$ cat src/hdl/odo_pkg.sv
package odo_pkg;

   // Field widths
   localparam int StepW   = 16;
   localparam int PosW    = 32;
   localparam int HeadW   = 20;
   localparam int PosExtW = PosW + 1;

   // Internal datapath widths
   localparam int SumW   = StepW + 1;      // right +/- left
   localparam int DangW  = 39;             // heading change, 2^-30 rad
   localparam int SumPW  = 38;             // wheel sum times distance gain, 2^-24 mm
   localparam int DistW  = 30;             // distance, 2^-16 mm
   localparam int HStepW = 25;             // heading step, 2^-16 rad
   localparam int ModW   = 38;             // remainder unit operand
   localparam int AngW   = 35;             // reduced direction angle, 2^-30 rad
   localparam int ZW     = 34;             // CORDIC angle accumulator
   localparam int XyW    = 32;             // CORDIC vector, Q2.30
   localparam int AtanW  = 30;
   localparam int AtanIdxW = 5;
   localparam int ProdW  = DistW + XyW;
   localparam int DispW  = 25;             // displacement, Q17.8 mm

   // Shifts of the fixed-point formats
   localparam int HeadFrac  = 14;
   localparam int DistShift = 8;
   localparam int DispShift = 38;

   // Remainder unit: restoring shift-subtract, quotient below 2^ModSteps
   localparam int ModSteps = 5;
   localparam int ModCntW  = 3;
   localparam int ModShift = ModSteps - 1;

   // CORDIC
   localparam int CordicIters = 16;
   localparam int AtanCount   = 24;
   localparam int CordicLast  = ((CordicIters < AtanCount) ? CordicIters : AtanCount) - 1;
   localparam int IterW       = $clog2(CordicLast + 1);

   // Constants
   localparam logic signed [22:0]      HeadStepK   = 23'sd2638337;
   localparam logic signed [21:0]      DistK       = 22'sd1082130;
   localparam logic [ModW-1:0]         TwoPiHead   = 38'd411775;
   localparam logic [ModW-1:0]         TwoPiAngle  = 38'd6746518852;
   localparam logic signed [AngW-1:0]  TwoPiA      = 35'sd6746518852;
   localparam logic signed [AngW-1:0]  PiA         = 35'sd3373259426;
   localparam logic signed [AngW-1:0]  HalfPiA     = 35'sd1686629713;
   localparam logic signed [XyW-1:0]   CordicStart = 32'sd652032874;
   localparam logic signed [PosW-1:0]  PosMax      = 32'sh7fffffff;
   localparam logic signed [PosW-1:0]  PosMin      = 32'sh80000000;
   localparam logic signed [HeadW-1:0] HeadMax     = 20'sd411774;

   typedef enum logic [0:0] {
      MOD_ANGLE   = 1'b0,
      MOD_HEADING = 1'b1
   } mod_sel_type;

   typedef struct packed {
      logic        start;
      mod_sel_type sel;
   } mod_cmd_type;

   typedef struct packed {
      logic                 start;
      logic signed [ZW-1:0] angle;
   } cordic_cmd_type;

   function automatic logic [AtanW-1:0] atan_at(input logic [AtanIdxW-1:0] idx);
      logic [AtanW-1:0] val;
      case (idx)
         5'd0: begin
            val = 30'd843314857;
         end
         5'd1: begin
            val = 30'd497837829;
         end
         5'd2: begin
            val = 30'd263043837;
         end
         5'd3: begin
            val = 30'd133525159;
         end
         5'd4: begin
            val = 30'd67021687;
         end
         5'd5: begin
            val = 30'd33543516;
         end
         5'd6: begin
            val = 30'd16775851;
         end
         5'd7: begin
            val = 30'd8388437;
         end
         5'd8: begin
            val = 30'd4194283;
         end
         5'd9: begin
            val = 30'd2097149;
         end
         5'd10: begin
            val = 30'd1048576;
         end
         5'd11: begin
            val = 30'd524288;
         end
         5'd12: begin
            val = 30'd262144;
         end
         5'd13: begin
            val = 30'd131072;
         end
         5'd14: begin
            val = 30'd65536;
         end
         5'd15: begin
            val = 30'd32768;
         end
         5'd16: begin
            val = 30'd16384;
         end
         5'd17: begin
            val = 30'd8192;
         end
         5'd18: begin
            val = 30'd4096;
         end
         5'd19: begin
            val = 30'd2048;
         end
         5'd20: begin
            val = 30'd1024;
         end
         5'd21: begin
            val = 30'd512;
         end
         5'd22: begin
            val = 30'd256;
         end
         5'd23: begin
            val = 30'd128;
         end
         default: begin
            val = '0;
         end
      endcase
      return val;
   endfunction

endpackage

$ cat src/hdl/odo_cordic.sv
// Rotation-mode CORDIC, one micro-rotation per cycle.
module odo_cordic import odo_pkg::*; (
   input  logic                  clock,
   input  logic                  reset,
   input  cordic_cmd_type        cmd,
   output logic                  done,
   output logic signed [XyW-1:0] cos_out,
   output logic signed [XyW-1:0] sin_out
);

   logic signed [XyW-1:0] x_ff, x_in;
   logic signed [XyW-1:0] y_ff, y_in;
   logic signed [ZW-1:0]  z_ff, z_in;
   logic [IterW-1:0]      iter_ff, iter_in;
   logic                  run_ff, run_in;
   logic signed [XyW-1:0] x_sh, y_sh;
   logic signed [ZW-1:0]  atan_val;

   assign x_sh     = x_ff >>> iter_ff;
   assign y_sh     = y_ff >>> iter_ff;
   assign atan_val = $signed(ZW'(atan_at(AtanIdxW'(iter_ff))));

   always_comb begin
      x_in    = x_ff;
      y_in    = y_ff;
      z_in    = z_ff;
      iter_in = iter_ff;
      run_in  = run_ff;
      if (cmd.start) begin
         x_in    = CordicStart;
         y_in    = '0;
         z_in    = cmd.angle;
         iter_in = '0;
         run_in  = 1'b1;
      end else if (run_ff) begin
         // rotate toward zero residual angle
         if (z_ff >= 0) begin
            x_in = x_ff - y_sh;
            y_in = y_ff + x_sh;
            z_in = z_ff - atan_val;
         end else begin
            x_in = x_ff + y_sh;
            y_in = y_ff - x_sh;
            z_in = z_ff + atan_val;
         end
         iter_in = iter_ff + 1'b1;
         if (iter_ff == IterW'(CordicLast)) begin
            run_in = 1'b0;
         end
      end
   end

   always_ff @(posedge clock) begin
      if (reset) begin
         run_ff <= 1'b0;
      end else begin
         run_ff <= run_in;
      end
      x_ff    <= x_in;
      y_ff    <= y_in;
      z_ff    <= z_in;
      iter_ff <= iter_in;
   end

   assign done    = !run_ff;
   assign cos_out = x_ff;
   assign sin_out = y_ff;

endmodule

$ cat config.mk
export PLATFORM = sky130hd
export DESIGN_NAME = odo_cordic
export DESIGN_NICKNAME = d
export VERILOG_FILES = /design/src/hdl/odo_pkg.sv /design/src/hdl/odo_cordic.sv
export SDC_FILE = /design/constraint.sdc
export NUM_CORES = 1
export LEC_CHECK = 0
export ABC_AREA = 1
export BUFFER_PORTS_ARGS = -buffer_cell sky130_fd_sc_hd__buf_2
export CORE_MARGIN = 5
export CORE_UTILIZATION = 29
export CTS_BUF_LIST = sky130_fd_sc_hd__clkbuf_2
export CTS_CLUSTER_DIAMETER = 120
export DETAILED_ROUTE_END_ITERATION = 7
export PLACE_DENSITY = 0.44
export RECOVER_POWER = 100
export SETUP_SLACK_MARGIN = 0.3
export SKIP_CTS_REPAIR_TIMING = 1
export SYNTH_ARGS = -nofsm -noshare
export SYNTH_HDL_FRONTEND = slang
export SYNTH_SLANG_ARGS = --single-unit
$ cat constraint.sdc
create_clock -name clock -period 5.45 [get_ports clock]
set_input_delay 1.09 -clock clock [delete_from_list [all_inputs] [get_ports clock]]
set_output_delay 1.09 -clock clock [all_outputs]
set_load 0.01 [all_outputs]
Word level (Yosys, flattened, before mapping) --
Memory sizes are Yosys's and may differ from the RTL's. A register that Yosys moved wholly into a read port is not among the register bits. Cells that the tools add are included.
Word-level totals: bits in registers 103, memories kept 1, logic and storage cells 29, output and inout port bits 65, bits in read-only memories 480
Cells by class: magnitude comparators 1, $add $sub $neg 7, reductions and logical operators 2, muxes and demuxes 10, eq/ne operators 1, shift-type cells 2
Memory list:
- (name not given) | words 16, width 30, read ports 1, clocked after Yosys merged registers in 1, write ports 0, line odo_pkg.sv:70 | case (idx)
Operators with widths (count):
- $mux W34 | 3
- $add A32 B32 Y32 | 2
- $mux W32 | 2
- $sshr A32 B4 Y32 | 2
- $sub A32 B32 Y32 | 2
- $add A34 B31 Y34 | 1
- $ge A34 B1 Y1 const B | 1
- $sub A34 B31 Y34 | 1
- $mux W4 | 2
- $add A4 B1 Y4 const B | 1
- $eq A4 B4 Y1 const B | 1
- $mux W1 | 3
- $reduce_bool A2 Y1 | 1
- $logic_not A1 Y1 | 1

Logic depth before layout (Yosys ltp) --
Gate-level depths: netlist of the first run.
word-level depth 4, gate-level depth with buffers 36, mapped depth without buffers 34

Least setup slack after synthesis of the first run --
OpenSTA, ideal clock, no wires.
path type register to register, start point reg, netlist name atan_val[13], end point reg z_ff[33] (data pin), cell stages (with the launch flop) 25, library setup time 0.269 ns, arrival 3.510 ns, path slack 1.671 ns, period minus slack after synthesis 3.779 ns, required time 5.181 ns, path through dfxtp_1 -> clkbuf_1 -> inv_1 -> ha_1 -> inv_1 -> nor3_1 -> inv_1 -> nor3_1 -> inv_1 -> nor2_1 -> inv_1 -> nor3_1 -> nand4_1 -> o21ai_0 -> o21ai_0 -> xnor2_1 -> ha_1 -> nand2_1 -> nor2_1 -> inv_1 -> nor4_1 -> o21ai_0 -> nand3_1 -> xnor2_1 -> o21ai_0
Between the ends: longest elaborated chain between the ends 4, elaborated cells on any way between the ends 5, those cells by class add/sub (2); mux (3)
RTL lines:
- $add A34 B31 Y34 or $sub A34 B31 Y34 (tied branches) | line odo_cordic.sv:44, odo_cordic.sv:40
- $mux W34 * | line odo_cordic.sv:37 | if (z_ff >= 0) begin
- $mux W34 * | line odo_cordic.sv:35 | end else if (run_ff) begin
- $mux W34 * | line odo_cordic.sv:29 | if (cmd.start) begin
- named net z_in[33] | line odo_cordic.sv:13 | logic signed [ZW-1:0] z_ff, z_in;
- end signal: assignment | line odo_cordic.sv:61 | z_ff <= z_in;
- end: declaration | line odo_cordic.sv:13
Mark *: on every way through the listed nets, which the timed path passes. The rest lies on a longest branch. The select of a mux whose other input is x is not followed. A chain may end at the register's enable or synchronous reset.

Final worst setup path of the first run --
start point reg iter_ff[0], end point reg x_ff[28], in the netlist cos_out[28]
Between the ends: longest elaborated chain between the ends 3, elaborated cells on any way between the ends 4, those cells by class add/sub (2); shift (1); mux (1)
RTL lines:
- start: declaration | line odo_cordic.sv:14 | logic [IterW-1:0] iter_ff, iter_in;
- start signal: assignment | line odo_cordic.sv:62 | iter_ff <= iter_in;
- $sshr A32 B4 Y32 * | line odo_cordic.sv:20 | assign y_sh = y_ff >>> iter_ff;
- $add A32 B32 Y32 or $sub A32 B32 Y32 (tied branches) | line odo_cordic.sv:42, odo_cordic.sv:38
- $mux W32 * | line odo_cordic.sv:37
- end signal: assignment | line odo_cordic.sv:59 | x_ff <= x_in;
- end: declaration | line odo_cordic.sv:11 | logic signed [XyW-1:0] x_ff, x_in;
Every way passes the cells marked *; elsewhere a longest branch is shown, timed or not.

==> results of run 1 <==
sequential cells by signal (all words and copies together) (netlist names):
signal	cells
z_ff	34
cos_out	32
sin_out	32
atan_val	28
iter_ff	4
run_ff	1
layer usage:
layer | share of wire, % | global-route usage, %
met3 | 4.1 | 3.09
met5 | 0 | 0
met2 | 49 | 33.3
met4 | 3.1 | 7.01
met1 | 44 | 23.4
area by class of cell:
class,instances,area [µm²]
fillers,6129,36700
multi-input cells,2080,11100
flip-flops and latches,131,2970
inverters,302,1140
well taps,696,871
repair buffers,123,614
clock inverters,15,236
clock buffers,17,85.1
diodes,5,12.5
power by group through the flow:
stage | Clock, mW | Combinational (mW) | Sequential, mW
2_1_floorplan | 0 | 7.04 | 1.69
3_3_place_gp | 0 | 9.30 | 1.88
3_5_place_dp | 0 | 9.31 | 1.88
4_1_cts | 0.892 | 9.36 | 1.85
5_1_grt | 0.927 | 10.6 | 1.88
6_report | 0.842 | 9.27 | 1.84
final timing paths:
kind	from	slack (ps)	cells after the start	endpoint
worst min-delay path	reset	200	2	run_ff
worst max-delay path	iter_ff[0]	640	27	cos_out[28]
worst max register to register	iter_ff[0]	640	27	cos_out[28]
worst min register to register	sin_out[2]	570	2	sin_out[2]
synth_stat cells, types with 13 or more instances:
cell	instances	area, µm²
nand2_1	677	2540
nand3_1	335	1680
inv_1	289	1080
nor2_1	266	998
a21oi_1	162	811
o21ai_0	128	641
ha_1	106	1330
dfxtp_1	97	1940
xor2_1	76	666
clkbuf_1	38	143
nand2_2	36	225
edfxtp_1	34	1020
xnor2_1	33	289
buf_2	29	145
or2_2	27	169
nor3_1	26	130
a31oi_1	24	150
nand4_1	23	144
nand3_2	19	190
nor2_2	15	93.8
buf_1	13	48.8
o211ai_1	13	97.6
o21a_1	13	97.6
logic make-up after synthesis:
logic type,count (synthesis)
AND/OR/NAND/NOR,1454
AO/OA/AOI/OAI,408
buffers and inverters,396
flip-flops,131
XOR/XNOR,109
adder cells (fa/ha/maj),109
per-stage QoR:
step	power, mW	area [µm²]	utilization [%]
after global routing	13.4	17000	31.7
after floorplan	8.73	15700	-
after CTS	12.1	17100	31.9
after detailed placement	11.2	16800	31.3
final	12.0	17000	31.7
after global placement	11.2	16800	31.3
cell usage in the layout, fill, tap and decap left out, types with 5 or more instances in the layout:
cell type  instances
a21boi_0           6
a21o_1            10
or2_2             27
ha_1             106
nand3_2           18
nand2_4            6
clkbuf_2          19
nor2_1           268
o21ai_1            7
o211ai_1          13
nor2_2            14
dfxtp_1           95
nand2_2           35
buf_4             15
diode_2            5
edfxtp_1          34
o21ai_2            5
nor4_1             7
clkbuf_1          67
xor2_1            76
nor3_1            26
inv_2              9
nand2_1          678
o21a_1            13
o21ai_0          130
nand3_1          336
inv_1            290
o221ai_1           9
buf_2             36
xnor2_1           33
a31oi_1           24
a21oi_1          162
nand4_1           24
bufinv_16          6
==> results.py, run 1 <==
metrics = {
    "routing": {
        "wire_per_inst_um": 17.0,
        "wirelength_um": 57400,
        "drtAntennaViolNets": 0,
        "drtPass1Iterations": 5,
        "drt_iter0_markers": 1178,
        "vias_per_cell": 5.02,
        "drc_errors": 0,
        "vias": 16896,
    },
    "setup_path": {
        "cp.arrival_ps": 5800,
        "critPathKind": "flop to flop",
        "cp_data_required_time_ps": 6440,
        "cp-start-kind": "flop",
        "crit_fanout": 63,
        "max_stage_delay_ps": 470,
        "crit_buf_inv": 5,
        "cp_common_cell": "nand2_1",
        "cp_slowest_cell": "dfxtp_1",
        "endpoint_kind": "flop",
        "crit_family": "simple AND/OR/NAND/NOR gates",
    },
    "layout": {
        "stdcell_count": 3369,
        "drive_above_1_share_pct": 8.13,
        "area_delta_synth_final_pct": 8.34,
        "nets": 2801,
    },
    "logic_synthesis": {
        "yosys_warnings": 0,
        "synth_mux_area_share_pct": 0,
        "netlist_instances": 2607,
        "synth_top_family_by_area": "simple AND/OR/NAND/NOR gates",
        "synthAdderAreaFrac_pct": 8.82,
        "syn_area_mm2": 0.0157,
        "seq_area_frac_synth_pct": 18.9,
        "ys_types": 62,
        "synth-simple-area-share_pct": 40.9,
        "async_flop_share_pct": 0,
        "synth.avg_cell_area_um2": 6.03,
        "synth_compound_area_share_pct": 14.9,
        "synth_flop_cell": "dfxtp_1",
        "ys_seq_elements": 131,
        "synth_xor_area_share_pct": 6.08,
        "synth_edf_count": 34,
        "synth_nets": 2753,
    },
    "min_path": {
        "hold_path_class": "primary input to flop",
    },
    "sta": {
        "finalCritPeriodShare_pct": 88.2,
        "rsz0062_at_grt": "true",
        "fin_hold_ws_ps": 199,
        "slew_headroom_pct": -106,
        "fmax_mhz": 208,
        "post-route-worst-setup-slack_ps": 644,
        "tns_ps": 0,
        "finalSetupViolations": 0,
        "slew_violations": 84,
        "finalHoldViolCount": 0,
        "worst_pin_slew_ps": 3080,
        "clock_skew_ps": 48.0,
        "fin_crit_ps": 4810,
    },
    "die": {
        "start_util_pct": 29.3,
        "coreArea_mm2": 0.0537,
        "rows": 85,
        "die_w_um": 243,
        "die_h_um": 243,
        "fp.dieArea_mm2": 0.0589,
        "ioPinCount": 102,
    },
    "grt": {
        "grt_pass1_wl_um": 89400,
        "grt_max_degree": 69,
        "grt_usage_pct": 19.0,
        "antenna_found_initial": 2,
        "grt_overflow": 0,
        "grt_pass1_vias": 16104,
    },
    "run_status": {
        "outcome": "finished with violations",
        "violations": "max-capacitance violations, max-slew violations",
    },
    "placement": {
        "place_congestion": 0.889,
        "dp.cells": 3332,
        "place_ws_ps": 416,
        "dp_hpwl_um": 45300,
        "io_buffers": 101,
    },
    "pwr": {
        "p_leak_nw": 8.36,
        "power_switching_mw": 6.88,
        "swShare_pct": 57.6,
        "p_int_mw": 5.07,
        "peakVddDrop_v": 0.000255,
        "clkPwrFrac_pct": 7.0,
        "combPwrFrac_pct": 77.6,
        "power_frac_seq_pct": 15.4,
        "power.density_mw_per_mm2": 702,
    },
    "clocking": {
        "cts_tree": "yes",
        "h-tree-depth": 4,
        "clk_pin_slew_ps": 220,
        "cts.sinks": 131,
        "root_buffer": "clkbuf_2",
        "clk_latency_ps": 1040,
        "clk_path_buf_depth": 2,
        "cts_buffers": 17,
    },
    "flow_run": {
        "cap_violations": 2,
    },
}
No activity file was read; power rests on OpenSTA's default activity.
==> run 2: changes to the inputs <==
- CTS_BUF_LIST: sky130_fd_sc_hd__clkbuf_2 -> sky130_fd_sc_hd__clkbuf_16
==> run 2 against run 1 <==
Compared with the run above:
- the run still ends with max-capacitance violations, max-slew violations left
- core utilization grew 0.55 points
- count of clock-buffer cells in the layout grew 4
- routed wire length shrank 0.12%
- sequential power is essentially flat
- die area is the same
- total power grew 3.6%
- register-to-register slack gained 20 ps
- via count shrank 0.21%
- combinational power is essentially flat
==> results.py, run 2 (synthesis results as in run 1) <==
metrics = {
    "run_status": {
        "outcome": "finished with violations",
        "violations": "max-capacitance violations, max-slew violations",
    },
    "setup_path": {
        "cp_slowest_cell": "o21ai_0",
        "crit_family": "simple AND/OR/NAND/NOR gates",
        "crit_fanout": 63,
        "r2r_setup_slack_ps": 670,
        "critPathKind": "flop to flop",
        "r2r-start": "iter_ff[0]",
        "cp-start-kind": "flop",
        "cp_common_cell": "nand2_1",
        "worst-r2r-cell-count": 27,
        "max_stage_delay_ps": 450,
        "cp_data_required_time_ps": 5870,
        "endpoint_kind": "flop",
        "r2r-end": "cos_out[28]",
        "crit_buf_inv": 5,
        "crit_path_start": "iter_ff[0]",
        "cp.arrival_ps": 5200,
    },
    "sta": {
        "finalHoldViolCount": 0,
        "post-route-worst-setup-slack_ps": 667,
        "rsz0062_at_grt": "true",
        "worst_pin_slew_ps": 2870,
        "clock_skew_ps": 10.1,
        "slew_violations": 129,
        "slew_headroom_pct": -91.3,
        "finalSetupViolations": 0,
        "tns_ps": 0,
        "finalCritPeriodShare_pct": 87.8,
        "fin_crit_ps": 4780,
        "fmax_mhz": 209,
    },
    "die": {
        "die_h_um": 243,
        "coreArea_mm2": 0.0537,
        "fp.dieArea_mm2": 0.0589,
        "rows": 85,
        "ioPinCount": 102,
        "start_util_pct": 29.3,
        "die_w_um": 243,
    },
    "min_path": {
        "hp-start": "sin_out[2]",
        "hold_path_class": "flop to flop",
        "holdPathEnd": "sin_out[2]",
        "worstHoldPathCells": 2,
    },
    "clocking": {
        "clk_path_buf_depth": 2,
        "cts.sinks": 131,
        "root_buffer": "clkbuf_16",
        "clk_pin_slew_ps": 70,
        "cts_buffers": 17,
        "clk_latency_ps": 480,
        "h-tree-depth": 4,
        "cts_tree": "yes",
    },
    "routing": {
        "drt_iter0_markers": 1115,
        "vias_per_cell": 5.01,
        "drc_errors": 0,
        "wirelength_um": 57300,
        "vias": 16861,
        "drtAntennaViolNets": 0,
        "drtPass1Iterations": 6,
        "wire_per_inst_um": 17.0,
    },
    "layout": {
        "fillCellCount": 6094,
        "area_delta_synth_final_pct": 10.2,
        "final_cell_mix": "nand2_1 (678), nand3_1 (337), inv_1 (288)",
        "largest_register_ffs": 34,
        "largest-register": "z_ff",
        "nets": 2801,
        "antenna_cells": 0,
        "layout_commonest_cell": "nand2_1",
        "drive_above_1_share_pct": 8.10,
        "stdcell_count": 3364,
    },
    "pwr": {
        "power_switching_mw": 6.92,
        "combPwrFrac_pct": 74.9,
        "power.density_mw_per_mm2": 714,
        "p_leak_nw": 8.48,
        "power_frac_seq_pct": 14.8,
        "swShare_pct": 55.9,
        "peakVddDrop_v": 0.000257,
        "p_int_mw": 5.45,
        "clkPwrFrac_pct": 10.3,
    },
    "placement": {
        "dp.cells": 3332,
        "place_congestion": 0.889,
        "io_buffers": 101,
        "dp_hpwl_um": 45300,
        "place_ws_ps": 416,
    },
    "grt": {
        "grt_pass1_vias": 16102,
        "antenna_found_initial": 0,
        "grt_pass1_wl_um": 89400,
        "grt_usage_pct": 19.0,
        "grt_max_degree": 69,
        "grt_overflow": 0,
    },
    "flow_run": {
        "cap_violations": 3,
    },
}
run 2: worst max path at each step:
stage / end / cells past startpoint
after detailed placement: z_ff[33] / 23
final: cos_out[28] / 27
after floorplan: z_ff[33] / 24
after global placement: z_ff[33] / 23
after global routing: cos_out[28] / 27
after CTS: z_ff[33] / 23
run 2: worst min-delay path: cells and delay by family (launching register included):
family	cells	cell delay (ps)
compound gates	1	60
flops	1	370
simple gates	1	80
run 2: cell type report:
class	instances	area (µm²)	share of cell area, %
Multi-Input combinational cell	2080	11100	64.1
Sequential cell	131	2970	17.1
Inverter	302	1140	6.57
Tap cell	696	871	5.03
Timing Repair Buffer	123	607	3.50
Clock buffer	21	526	3.03
Clock inverter	11	116	0.672
run 2: power by group through the flow:
stage / combinational [mW] / clock [mW] / sequential [mW]
global placement: 9.30 / 0 / 1.88
finish: 9.26 / 1.27 / 1.84
CTS: 9.36 / 1.34 / 1.86
detailed placement: 9.31 / 0 / 1.88
floorplan: 7.04 / 0 / 1.69
global route: 10.6 / 1.37 / 1.88
run 2: through the flow:
stage          power (mW)  hold slack [ps]  util, %  cell area (µm²)
2_1_floorplan        8.73              503        -            15700
3_3_place_gp         11.2              569     31.3            16800
3_5_place_dp         11.2              556     31.3            16800
4_1_cts              12.6              566     32.5            17500
5_1_grt              13.8              615     32.3            17300
6_report             12.4              554     32.3            17300
run 2: per-layer routing:
metal | vias up | GRT usage [%] | share of wire [%]
li1 | 8714 | - | -
met1 | 7733 | 23.4 | 44
met2 | 344 | 33.3 | 49
met3 | 70 | 3.56 | 4.2
met4 | 0 | 6.21 | 2.9
met5 | - | 0 | 0
