<file path="src/hdl/odo_pkg.sv">
package odo_pkg;

   // Field widths
   localparam int StepW   = 16;
   localparam int PosW    = 32;
   localparam int HeadW   = 20;
   localparam int PosExtW = PosW + 1;

   // Internal datapath widths
   localparam int SumW   = StepW + 1;      // right +/- left
   localparam int DangW  = 39;             // heading change, 2^-30 rad
   localparam int SumPW  = 38;             // wheel sum times distance gain, 2^-24 mm
   localparam int DistW  = 30;             // distance, 2^-16 mm
   localparam int HStepW = 25;             // heading step, 2^-16 rad
   localparam int ModW   = 38;             // remainder unit operand
   localparam int AngW   = 35;             // reduced direction angle, 2^-30 rad
   localparam int ZW     = 34;             // CORDIC angle accumulator
   localparam int XyW    = 32;             // CORDIC vector, Q2.30
   localparam int AtanW  = 30;
   localparam int AtanIdxW = 5;
   localparam int ProdW  = DistW + XyW;
   localparam int DispW  = 25;             // displacement, Q17.8 mm

   // Shifts of the fixed-point formats
   localparam int HeadFrac  = 14;
   localparam int DistShift = 8;
   localparam int DispShift = 38;

   // Remainder unit: restoring shift-subtract, quotient below 2^ModSteps
   localparam int ModSteps = 5;
   localparam int ModCntW  = 3;
   localparam int ModShift = ModSteps - 1;

   // CORDIC
   localparam int CordicIters = 16;
   localparam int AtanCount   = 24;
   localparam int CordicLast  = ((CordicIters < AtanCount) ? CordicIters : AtanCount) - 1;
   localparam int IterW       = $clog2(CordicLast + 1);

   // Constants
   localparam logic signed [22:0]      HeadStepK   = 23'sd2638337;
   localparam logic signed [21:0]      DistK       = 22'sd1082130;
   localparam logic [ModW-1:0]         TwoPiHead   = 38'd411775;
   localparam logic [ModW-1:0]         TwoPiAngle  = 38'd6746518852;
   localparam logic signed [AngW-1:0]  TwoPiA      = 35'sd6746518852;
   localparam logic signed [AngW-1:0]  PiA         = 35'sd3373259426;
   localparam logic signed [AngW-1:0]  HalfPiA     = 35'sd1686629713;
   localparam logic signed [XyW-1:0]   CordicStart = 32'sd652032874;
   localparam logic signed [PosW-1:0]  PosMax      = 32'sh7fffffff;
   localparam logic signed [PosW-1:0]  PosMin      = 32'sh80000000;
   localparam logic signed [HeadW-1:0] HeadMax     = 20'sd411774;

   typedef enum logic [0:0] {
      MOD_ANGLE   = 1'b0,
      MOD_HEADING = 1'b1
   } mod_sel_type;

   typedef struct packed {
      logic        start;
      mod_sel_type sel;
   } mod_cmd_type;

   typedef struct packed {
      logic                 start;
      logic signed [ZW-1:0] angle;
   } cordic_cmd_type;

   function automatic logic [AtanW-1:0] atan_at(input logic [AtanIdxW-1:0] idx);
      logic [AtanW-1:0] val;
      case (idx)
         5'd0: begin
            val = 30'd843314857;
         end
         5'd1: begin
            val = 30'd497837829;
         end
         5'd2: begin
            val = 30'd263043837;
         end
         5'd3: begin
            val = 30'd133525159;
         end
         5'd4: begin
            val = 30'd67021687;
         end
         5'd5: begin
            val = 30'd33543516;
         end
         5'd6: begin
            val = 30'd16775851;
         end
         5'd7: begin
            val = 30'd8388437;
         end
         5'd8: begin
            val = 30'd4194283;
         end
         5'd9: begin
            val = 30'd2097149;
         end
         5'd10: begin
            val = 30'd1048576;
         end
         5'd11: begin
            val = 30'd524288;
         end
         5'd12: begin
            val = 30'd262144;
         end
         5'd13: begin
            val = 30'd131072;
         end
         5'd14: begin
            val = 30'd65536;
         end
         5'd15: begin
            val = 30'd32768;
         end
         5'd16: begin
            val = 30'd16384;
         end
         5'd17: begin
            val = 30'd8192;
         end
         5'd18: begin
            val = 30'd4096;
         end
         5'd19: begin
            val = 30'd2048;
         end
         5'd20: begin
            val = 30'd1024;
         end
         5'd21: begin
            val = 30'd512;
         end
         5'd22: begin
            val = 30'd256;
         end
         5'd23: begin
            val = 30'd128;
         end
         default: begin
            val = '0;
         end
      endcase
      return val;
   endfunction

endpackage

</file>
<file path="src/hdl/odo_rem.sv">
// Truncated remainder by one of two constant moduli, sign of the operand kept.
// One compare-subtract per cycle on the magnitude.
module odo_rem import odo_pkg::*; (
   input  logic                   clock,
   input  logic                   reset,
   input  mod_cmd_type            cmd,
   input  logic signed [ModW-1:0] operand,
   output logic                   done,
   output logic signed [ModW-1:0] result
);

   logic [ModW-1:0]    rem_ff, rem_in;
   logic [ModW-1:0]    div_ff, div_in;
   logic               neg_ff, neg_in;
   logic [ModCntW-1:0] cnt_ff, cnt_in;
   logic [ModW-1:0]    op_abs;

   assign op_abs = operand[ModW-1] ? ModW'(-operand) : ModW'(operand);

   always_comb begin
      rem_in = rem_ff;
      div_in = div_ff;
      neg_in = neg_ff;
      cnt_in = cnt_ff;
      if (cmd.start) begin
         rem_in = op_abs;
         neg_in = operand[ModW-1];
         div_in = (cmd.sel == MOD_ANGLE) ? (TwoPiAngle << ModShift) : (TwoPiHead << ModShift);
         cnt_in = ModCntW'(ModSteps);
      end else if (cnt_ff != '0) begin
         // subtract the shifted modulus where it fits, then step down
         if (rem_ff >= div_ff) begin
            rem_in = rem_ff - div_ff;
         end
         div_in = div_ff >> 1;
         cnt_in = cnt_ff - 1'b1;
      end
   end

   always_ff @(posedge clock) begin
      if (reset) begin
         cnt_ff <= '0;
      end else begin
         cnt_ff <= cnt_in;
      end
      rem_ff <= rem_in;
      div_ff <= div_in;
      neg_ff <= neg_in;
   end

   assign done   = (cnt_ff == '0);
   assign result = neg_ff ? -$signed(rem_ff) : $signed(rem_ff);

endmodule

</file>
<file path="config.mk">
export PLATFORM = sky130hd
export DESIGN_NAME = odo_rem
export DESIGN_NICKNAME = d
export VERILOG_FILES = /design/src/hdl/odo_pkg.sv /design/src/hdl/odo_rem.sv
export SDC_FILE = /design/constraint.sdc
export NUM_CORES = 1
export LEC_CHECK = 0
export BUFFER_PORTS_ARGS = -buffer_cell sky130_fd_sc_hd__clkbuf_2
export CORE_MARGIN = 2
export CORE_UTILIZATION = 45
export DETAILED_ROUTE_END_ITERATION = 7
export GPL_TIMING_DRIVEN = 0
export RECOVER_POWER = 25
export SLEW_MARGIN = 20
export SYNTH_ARGS = -nofsm -noshare
export SYNTH_HDL_FRONTEND = slang
export SYNTH_SLANG_ARGS = --single-unit
</file>
<file path="constraint.sdc">
create_clock -name clock -period 6.9 [get_ports clock]
set_clock_uncertainty 0.2 [all_clocks]
set_input_delay 0.345 -clock clock [delete_from_list [all_inputs] [get_ports clock]]
set_output_delay 0.345 -clock clock [all_outputs]
set_load 0.01 [all_outputs]
</file>
# Word-level counts from Yosys, hierarchy flattened
# Index checks and enable logic that the tools add are counted.
# W data, S select, Z words.
# word_totals
memories	0
out_inout_bits	39
latch_bits	0
input_bits	42
reg_bits	80
ram_bits	0
rom_bits	0
elab_cells	26
# classes
mux	10
n_lt_le_gt_ge	1
div	0
bitwise	0
mul	0
add_sub_neg	4
shift	0
n_reduce_logical	6
n_eq_ne	0
# op_table
cell	count
$mux W38	7
$neg A38 Y38	2
$ge A38 B38 Y1	1
$sub A38 B38 Y38	1
$mux W37	1
$mux W3	2
$reduce_bool A2 Y1	2
$logic_not A3 Y1	1
$reduce_bool A3 Y1	1
$sub A3 B1 Y3 const B	1
$reduce_and A2 Y1	1
$reduce_or A2 Y1	1

# Longest topological paths before layout
# Gate-level depths: netlist (run 1).
# logic_depth
word_depth	4
ltp_mapped	12
ltp_nobuf	12

# Worst setup path after synthesis (run 1)
# OpenSTA, ideal clock, no wires.
# synth_path
path_kind	reg2reg
from	register rem_ff[18]
to	register rem_ff[0], enable pin
t_required_ns	6.208
arrival_ns	5.396
period_less_slack_ns	6.088
setup_time_ns	0.492
path_stages_with_launch	11
path_buffers	1
path_slack_ns	0.812
cell_sequence	edfxtp_1 > ha_1 > clkbuf_1 > nand4_1 > or4_1 > a2111oi_0 > o31a_1 > a21oi_1 > a211oi_1 > o21ai_0 > a21boi_0
# synth_between
elab_chain_cells	3
# synth_rtl
element	line	text
start: declaration	odo_rem.sv:12	logic [ModW-1:0] rem_ff, rem_in;
start signal: assignment	odo_rem.sv:46	rem_ff <= rem_in;
$ge A38 B38 Y1	odo_rem.sv:32	if (rem_ff >= div_ff) begin
$reduce_bool A2 Y1 (no source line)	n/a	
$reduce_and A2 Y1 (no source line)	n/a	
# No other way between the ends.
# A chain may end at the register's enable or synchronous reset.

# Worst setup path in the final report (run 1)
# layout_path
from	register rem_ff[0]
to	register rem_ff[19], enable pin
# Same word-level chain as after synthesis.

==> impl_metrics.yaml, run 1 <==
setup_path:
  critical_path.max_fanout: 15
  crit_arrival_ps: 4930
  reg2reg_slack_ps: 1830
  cp_slowest_cell: "a2111oi_0"
  reg2reg_depth: 14
  max_stage_delay_ps: 990
  r2r-start: "rem_ff[0]$_DFFE_PP_"
  path_cells: "inv_1 -> ha_1 -> fa_1 -> nand2b_1 -> a21oi_1 -> o21ai_0 -> a2111oi_0 -> o31a_1 -> a21oi_1 -> a211oi_1 -> o21ai_0 -> a21boi_4 -> buf_16 -> buf_16"
  worst_r2r_endpoint: "rem_ff[19]$_DFFE_PP_"
  start_kind: "register"
  worstSetupEndpointType: "register"
  crit_required_ps: 6760
  worstSetupPathType: "register to register"
pwr:
  pwr-share-clk_pct: 15.1
  p_comb_share_pct: 58.4
  seq_power_share_pct: 26.5
  power.density_nw_per_um2: 444
  power.switching_w: 0.00161
  netSwitchingFraction_pct: 45.7
  ir_drop_v: 0.000175
  internal-power_w: 0.00191
  p_leak_nw: 3.15
  power_w: 0.00352
sta:
  tns_ps: 0
  finalCritPeriodShare_pct: 73.5
  finalSetupViolCount: 0
  worst_pin_slew_ps: 1060
  maxSlewViolCount: 0
  finalHoldViolCount: 0
  finalWorstSetupSlack_ps: 1830
  relSlewSlack_pct: 27.8
  rsz0062_at_grt: "no"
  fmax_mhz: 197
  period_minus_slack_ps: 5070
detailed_routing:
  remaining_drc_errors: 0
  first_pass_iters: 5
  drtIter0Drc: 585
  drt-total-wl_mm: 22.2
  ant_nets: 0
  route.vias.total: 6445
  wire_per_inst_um: 20.4
  viasPerCell: 5.92
grt:
  grt_pass1_vias: 6256
  grt_use_met3_pct: 5.07
  grt_usage_pct: 27.3
  use_met1_pct: 36.5
  grt_pass1_wl_mm: 33.9
  grt.busiest_layer: "met2"
  overflow: 0
  grt_antenna_before_repair: 0
  met2_usage_pct: 44.3
  grt_max_degree: 22
floorplan:
  die-area_sq_um: 16300
  rows: 45
  start_util_pct: 45.7
  die_h_um: 128
  dieWidth_um: 128
  fp.coreArea_sq_um: 15000
  io_pins: 81
clock_network:
  root_buffer: "clkbuf_16"
  cts.path.max_buffers: 2
  ctsResizeCount: 0
  insertion_delay_ps: 360
  numCtsBuffers: 9
  cts_tree: "yes"
  cts.clk_slew.worst_paths_ps: 60
  cts_num_sinks: 79
  postCtsSetupBuffers: 0
  htree_levels: 3
placed_design:
  gp_congestion: 0.908
  placed_area_sq_um: 7600
  port-buffer-count: 80
  dp_hpwl_mm: 17.1
  place_ws_ps: 1940
logic_synthesis:
  synth_area_leaders: "edfxtp_1 33%, xnor2_1 11%, ha_1 7.5%"
  yosysTopAreaCellShare_pct: 33.2
  syn-num-nets: 884
  syn-cell-area_sq_um: 6870
  synth_top_cell_by_area: "edfxtp_1"
  avgSynthCellArea_sq_um: 8.58
  synth_cell_types: 64
  synth-main-ff-cell: "edfxtp_1"
  async_reset_ff_share_pct: 0
  yosys_warnings: 0
  synth_seq_cells: 79
  ys_seq_area_share_pct: 34.1
  synth_edf_count: 76
  syn_inst: 800
cells_and_area:
  final_util_pct: 52.7
  final_layout_size_suffix_gt1_share_pct: 13.2
  antennaDiodeCount: 0
  area_delta_synth_final_pct: 15.5
  final_cell_mix: "85 x nand2_1, 83 x xnor2_1, 78 x clkbuf_2"
  fillCellCount: 1430
  layout_commonest_cell: "nand2_1"
  fin_area_sq_um: 7930
  fin_nets: 980
min_path:
  hp-start: "cmd[1]"
  holdCritPathClass: "input port to register"
  worstHoldEndpoint: "neg_ff$_DFFE_PP_"
  holdPathStages: 1
run_status:
  status: "complete, no violations"
job:
  maxCapViolCount: 0
## synthesized netlist by cell type, types with 4 or more instances
| library cell | n |
|---|---|
| o21a_1 | 4 |
| or2_2 | 4 |
| nor2_1 | 57 |
| ha_1 | 41 |
| nand2_1 | 85 |
| or3_1 | 9 |
| nor2b_1 | 7 |
| or4_1 | 7 |
| a21oi_1 | 66 |
| xnor2_1 | 83 |
| a211oi_1 | 7 |
| inv_1 | 54 |
| o31ai_1 | 23 |
| o21ai_0 | 73 |
| nor4_1 | 6 |
| nor3_1 | 20 |
| o41ai_1 | 10 |
| nand2b_1 | 7 |
| xor2_1 | 17 |
| a21boi_0 | 9 |
| o31a_1 | 4 |
| nand3_1 | 10 |
| nand4_1 | 10 |
| edfxtp_1 | 76 |
| a21o_1 | 14 |
| or4_4 | 5 |
| clkbuf_1 | 33 |
| buf_1 | 4 |
## what timing repair did
item	in CTS	in global routing
endpoints found under the setup margin	0	0
endpoints found under the hold margin	4	0
hold buffers	2	0
## final cells by class
type,count,area (sq um),share of cell area (%)
tap,188,235,2.97
buffer,40,156,1.97
clock buffer,12,246,3.11
inverter,54,203,2.56
sequential,79,2340,29.5
timing repair buffer,85,500,6.31
multi-input combinational,627,4180,52.7
clock inverter,4,70.1,0.884
## through the flow
stage,hold slack [ps],std cells
after floorplan,214,800
after global placement,302,1068
after detailed placement,310,1071
after CTS,69.1,1089
after global routing,131,1089
final,137,1089
## worst max path at each step
stage | from | to | slack (ps) | cells past startpoint
floorplan | rem_ff[18]$_DFFE_PP_ | rem_ff[0]$_DFFE_PP_ | 810 | 10
CTS | rem_ff[0]$_DFFE_PP_ | rem_ff[19]$_DFFE_PP_ | 1900 | 14
finish | rem_ff[0]$_DFFE_PP_ | rem_ff[19]$_DFFE_PP_ | 1830 | 14
detailed placement | rem_ff[0]$_DFFE_PP_ | rem_ff[19]$_DFFE_PP_ | 1940 | 14
global route | rem_ff[0]$_DFFE_PP_ | rem_ff[19]$_DFFE_PP_ | 1690 | 14
global placement | rem_ff[18]$_DFFE_PP_ | rem_ff[19]$_DFFE_PP_ | -2040 | 10
## logic make-up after synthesis
| kind of cell | share of synthesized area, % |
|---|---|
| mux | 0.146 |
| compound gates | 22.9 |
| buf+inv | 5.23 |
| xor+xnor | 12.8 |
| fa+ha+maj | 7.76 |
| simple gates | 17.1 |
| flops | 34.1 |
## metal layers
layer | vias to the layer above | share of wire (%)
li1 | 3101 | -
met4 | 0 | 2.4
met1 | 3040 | 44
met2 | 264 | 46
met5 | - | 0
met3 | 40 | 7.3
## critical path, delay by kind of cell (launching register included)
family	cells	cell delay, ps
compound gates	8	2830
fa+ha+maj	2	620
buf+inv	3	480
flops	1	430
simple gates	1	210
## state kept, by name, summed over array words and instances (netlist names)
register	cells
rem_ff	38
div_ff	37
cnt_ff	3
neg_ff	1
## power by group through the flow
stage	clock network, W	logic [W]	registers (W)
final	0.000531	0.00205	0.000933
after global routing	0.000550	0.00226	0.000951
after CTS	0.000532	0.00203	0.000928
after detailed placement	0	0.00201	0.000937
after global placement	0	0.00195	0.000942
after floorplan	0	0.00146	0.000890
(Power assumes the default switching activity.)
==> run 2, diff against run 1 <==
Settings changed: PLACE_DENSITY set to 0.67.
Clock period 6.9 ns to 4.44 ns, I/O delays scaled along.
==> run 2 against run 1 <==
Effect of this change:
- global-route usage fell by 1.5 points
- via count is 1.5% lower
- worst hold slack got worse by 52 ps
- sequential power up 56%
- flip-flop and latch count unchanged
- count of clock-buffer cells in the layout unchanged
- design area rose by 0.82%
- first-iteration DRC count shrank 17%
- total power increased by 56%
- register-to-register slack got worse by 1500 ps
- final cell count increased by 0.46%
- combinational power increased by 54%
- critical path type is now register to primary output
- critical endpoint is now result[33]
- highest routed layer unchanged
==> impl_metrics.yaml, run 2 (same netlist as run 1, synthesis figures left out) <==
run_status:
  status: "complete, no violations"
min_path:
  holdCritPathClass: "input port to register"
  holdPathStages: 3
  worstHoldEndpoint: "rem_ff[0]$_DFFE_PP_"
  hp-start: "operand[0]"
grt:
  met2_usage_pct: 41.6
  grt_usage_pct: 25.8
  grt_max_degree: 23
  grt.busiest_layer: "met2"
  grt_pass1_vias: 5827
  grt_use_met3_pct: 4.02
  grt_pass1_wl_mm: 32.2
  overflow: 0
  use_met1_pct: 36.2
  grt_antenna_before_repair: 0
detailed_routing:
  remaining_drc_errors: 0
  first_pass_iters: 5
  viasPerCell: 5.80
  drt-total-wl_mm: 20.9
  wire_per_inst_um: 19.1
  route.vias.total: 6350
  drtIter0Drc: 485
  ant_nets: 0
clock_network:
  insertion_delay_ps: 350
  cts.path.max_buffers: 2
  numCtsBuffers: 9
  cts.clk_slew.worst_paths_ps: 60
  cts_tree: "yes"
  root_buffer: "clkbuf_16"
  htree_levels: 3
  cts_num_sinks: 79
placed_design:
  gp_congestion: 0.948
  dp_hpwl_mm: 16.1
  port-buffer-count: 80
setup_path:
  reg2reg_slack_ps: 330
  critical_path.max_fanout: 6
  crit_arrival_ps: 3730
  reg2reg_depth: 13
  worstSetupPathType: "register to primary output"
  worstSetupEndpointType: "primary output"
  r2r-start: "rem_ff[7]$_DFFE_PP_"
  worst_r2r_endpoint: "rem_ff[12]$_DFFE_PP_"
  start_kind: "register"
  crit_required_ps: 4020
sta:
  period_minus_slack_ps: 4150
  tns_ps: 0
  fmax_mhz: 241
  finalCritPeriodShare_pct: 93.5
  maxSlewViolCount: 0
  finalHoldViolCount: 0
  hold_ws_ps: 84.7
  worst_pin_slew_ps: 1030
  rsz0062_at_grt: "no"
  finalSetupViolCount: 0
  relSlewSlack_pct: 30.6
cells_and_area:
  final_cell_mix: "85 x nand2_1, 83 x xnor2_1, 76 x edfxtp_1, 76 x clkbuf_2, 73 x o21ai_0"
  largest_reg_flops: 38
  largestRegisters: "rem_ff x38, div_ff x37, cnt_ff x3"
  antennaDiodeCount: 0
  layout_commonest_cell: "nand2_1"
  fin_nets: 985
  fillCellCount: 1435
  final_layout_size_suffix_gt1_share_pct: 13.5
  area_delta_synth_final_pct: 16.4
  final_util_pct: 53.2
  largest-register: "rem_ff"
floorplan:
  dieWidth_um: 128
  start_util_pct: 45.7
  fp.coreArea_sq_um: 15000
  io_pins: 81
  die-area_sq_um: 16300
  rows: 45
  die_h_um: 128
pwr:
  power.density_nw_per_um2: 686
  ir_drop_v: 0.000304
  p_leak_nw: 3.17
job:
  maxCapViolCount: 0
## run 2: repair_timing
action                                 4_1_cts  5_1_grt
gates resized for setup                      1        2
endpoints found under the hold margin        5        0
hold buffers                                 3        0
buffers inserted                             0        4
pin swaps                                    0        1
setup endpoints to repair                   33       39
## run 2: how the worst max path moves through the flow
stage	from	end	slack (ps)	cells after the start
after floorplan	rem_ff[18]$_DFFE_PP_	rem_ff[0]$_DFFE_PP_	140	10
after global placement	rem_ff[18]$_DFFE_PP_	rem_ff[15]$_DFFE_PP_	-1160	10
after detailed placement	rem_ff[18]$_DFFE_PP_	rem_ff[15]$_DFFE_PP_	-70	11
after CTS	rem_ff[18]$_DFFE_PP_	rem_ff[21]$_DFFE_PP_	50	11
after global routing	rem_ff[7]$_DFFE_PP_	rem_ff[12]$_DFFE_PP_	140	13
final	rem_ff[6]$_DFFE_PP_	result[33]	290	9
## run 2: where the power goes
group          internal [W]  switching, W  total [W]
Combinational       0.00131       0.00186    0.00316
Sequential          0.00116      0.000299    0.00146
Clock              0.000549      0.000305   0.000854
Total               0.00302       0.00246    0.00548
## run 2: stage by stage
stage / worst slack (ps) / std cells / cell area, sq um / power [W]
after detailed placement: -70.2 / 1071 / 7600 / 0.00456
final: 287 / 1094 / 7990 / 0.00548
after floorplan: 140 / 800 / 6870 / 0.00365
after global routing: 142 / 1094 / 7990 / 0.00589
after global placement: -1160 / 1068 / 7500 / 0.00448
after CTS: 50.8 / 1090 / 7960 / 0.00543
## run 2: layer usage
metal / wire length (um) / share of wire, %
met5: 0 / 0
met4: 386 / 1.8
met1: 9610 / 46
met3: 1360 / 6.5
met2: 9590 / 46
## run 2: worst max-delay path, cell delays in order (launching register included)
cell      delay, ps
edfxtp_1        530
or4_4           570
nor4_4          170
nand3_1         220
or3_4           450
or3_1           370
or4_4           490
o41ai_2         250
xnor2_1         170
clkbuf_2        160
## run 2: area by class of cell
class                           instances  area (sq um)  area share (%)
Sequential cell                        79          2340            29.3
Inverter                               54           203            2.54
Buffer                                 40           156            1.96
Timing Repair Buffer                   90           538            6.73
Multi-Input combinational cell        627          4190            52.4
Clock buffer                           12           236            2.96
Tap cell                              188           235            2.94
Clock inverter                          4          95.1            1.19
==> run 3, diff against run 2 <==
Settings changed: BUFFER_PORTS_ARGS -buffer_cell sky130_fd_sc_hd__clkbuf_2 to not set, DONT_BUFFER_PORTS set to 1, PLACE_DENSITY 0.67 to not set.
==> run 3 against run 2 <==
Effect of this change:
- combinational power shrank 4%
- highest routed layer unchanged
- core utilization shrank 2.0 points
- non-clock buffer count shrank 73
==> impl_metrics.yaml, run 3 (same netlist as run 1, synthesis figures left out) <==
run_status:
  status: "complete, no violations"
cells_and_area:
  largest_reg_flops: 38
  largest-register: "rem_ff"
  fin_area_sq_um: 7690
  fin_nets: 913
  final_layout_size_suffix_gt1_share_pct: 5.88
  final_cell_mix: "84 x nand2_1, 83 x xnor2_1, 76 x edfxtp_1"
  antennaDiodeCount: 0
  largestRegisters: "rem_ff x38, div_ff x37, cnt_ff x3"
  area_delta_synth_final_pct: 12.1
  layout_commonest_cell: "nand2_1"
floorplan:
  fp.coreArea_sq_um: 15000
  start_util_pct: 45.7
  die-area_sq_um: 16300
  die_h_um: 128
  dieWidth_um: 128
  io_pins: 81
  rows: 45
clock_network:
  insertion_delay_ps: 360
  cts_tree: "yes"
  cts.clk_slew.worst_paths_ps: 60
  cts_num_sinks: 79
  htree_levels: 3
  cts.path.max_buffers: 2
  root_buffer: "clkbuf_16"
  numCtsBuffers: 9
sta:
  hold_ws_ps: 5.02
  maxSlewViolCount: 0
  period_minus_slack_ps: 4190
  fmax_mhz: 239
  relSlewSlack_pct: 29.4
  finalCritPeriodShare_pct: 94.3
  worst_pin_slew_ps: 1050
  tns_ps: 0
  finalWorstSetupSlack_ps: 255
  rsz0062_at_grt: "no"
  finalHoldViolCount: 0
  finalSetupViolCount: 0
pwr:
  pwr-share-clk_pct: 16.1
  seq_power_share_pct: 27.1
  power_w: 0.00533
  netSwitchingFraction_pct: 46.5
  p_comb_share_pct: 56.9
  p_leak_nw: 2.88
  power.switching_w: 0.00248
  power.density_nw_per_um2: 693
  ir_drop_v: 0.000291
  internal-power_w: 0.00286
placed_design:
  dp_hpwl_mm: 16.7
  gp_congestion: 0.931
  place_ws_ps: -614
  port-buffer-count: 0
  placed_area_sq_um: 7160
grt:
  grt_pass1_wl_mm: 34.0
  grt_usage_pct: 27.8
  grt_pass1_vias: 6046
  grt_antenna_before_repair: 1
  overflow: 0
  grt_max_degree: 25
setup_path:
  crit_required_ps: 4300
  max_stage_delay_ps: 450
  worst_r2r_endpoint: "rem_ff[11]$_DFFE_PP_"
  critical_path.max_fanout: 19
  cp_common_cell: "a21oi_1"
  start_kind: "register"
  crit_arrival_ps: 4050
  r2r-start: "rem_ff[0]$_DFFE_PP_"
  path_cells: "inv_1 -> ha_1 -> fa_1 -> nand2b_1 -> a21oi_1 -> o21ai_0 -> a2111oi_4 -> o31a_1 -> a21oi_1 -> a211oi_1 -> o21ai_2 -> a21boi_4 -> buf_16"
  reg2reg_slack_ps: 250
  cp_slowest_cell: "a2111oi_4"
  worstSetupPathType: "register to register"
  worstSetupEndpointType: "register"
  reg2reg_depth: 13
detailed_routing:
  viasPerCell: 6.12
  drtIter0Drc: 568
  wire_per_inst_um: 22.0
  first_pass_iters: 6
  ant_nets: 0
  route.vias.total: 6253
  drt-total-wl_mm: 22.5
  remaining_drc_errors: 0
job:
  maxCapViolCount: 0
min_path:
  holdCritPathClass: "input port to register"
  holdPathStages: 3
  worstHoldEndpoint: "rem_ff[23]$_DFFE_PP_"
  hp-start: "operand[23]"
-- run 3: cell types whose count changed in the layout (fill, tap and decap cells not counted), sizes merged --
cell	before	now
dlygate4sd3	3	12
bufinv	3	2
buf	12	8
clkbuf	127	48
a21boi	9	10
clkinvlp	0	2
-- run 3: worst max-delay path, delay by kind of cell, from the launching register on --
kind            cells  cell delay (ps)
buf+inv             2              300
flops               1              440
simple gates        1              200
fa+ha+maj           2              610
compound gates      8             2140
-- run 3: worst max-delay path by stage --
stage	from	endpoint	slack, ps	depth (start not counted)
global route	rem_ff[0]$_DFFE_PP_	rem_ff[11]$_DFFE_PP_	50	13
global placement	rem_ff[0]$_DFFE_PP_	rem_ff[12]$_DFFE_PP_	-1370	12
detailed placement	rem_ff[18]$_DFFE_PP_	rem_ff[30]$_DFFE_PP_	-610	11
CTS	rem_ff[0]$_DFFE_PP_	rem_ff[28]$_DFFE_PP_	130	12
finish	rem_ff[0]$_DFFE_PP_	rem_ff[11]$_DFFE_PP_	250	13
floorplan	rem_ff[18]$_DFFE_PP_	rem_ff[0]$_DFFE_PP_	140	10
-- run 3: final cells by class --
cell class / instances / area [sq um]
sequential: 79 / 2340
clock inverter: 5 / 80.1
clock buffer: 11 / 253
fill: 1432 / 7340
multi-input combinational: 628 / 4230
timing repair buffer: 17 / 203
buffer: 40 / 153
tap: 188 / 235
inverter: 54 / 203
-- run 3: routing by layer --
layer	global-route usage [%]	vias to the layer above	part of all wire, %
li1	-	2961	-
met1	38.2	2969	43
met2	42.9	278	45
met3	5.82	45	9.2
met4	11.0	0	2.9
met5	0	-	0
-- run 3: what timing repair did --
action,4_1_cts,5_1_grt
setup buffers,2,1
gates resized for setup,4,3
hold buffers,12,0
pin swaps,1,2
gates cloned,1,0
setup endpoints to repair,39,40
hold endpoints to repair,14,0
-- run 3: power by group through the flow --
stage | clock network, W | logic (W) | registers [W]
3_3_place_gp | 0 | 0.00284 | 0.00145
3_5_place_dp | 0 | 0.00290 | 0.00145
2_1_floorplan | 0 | 0.00227 | 0.00138
4_1_cts | 0.000861 | 0.00296 | 0.00144
5_1_grt | 0.000886 | 0.00335 | 0.00147
6_report | 0.000856 | 0.00303 | 0.00144
-- run 3: stage by stage --
step           instances  util [%]
6_report            1022      51.2
5_1_grt             1022      51.2
4_1_cts             1021      50.9
3_5_place_dp         990      47.6
3_3_place_gp         988      47.3
2_1_floorplan        800         -
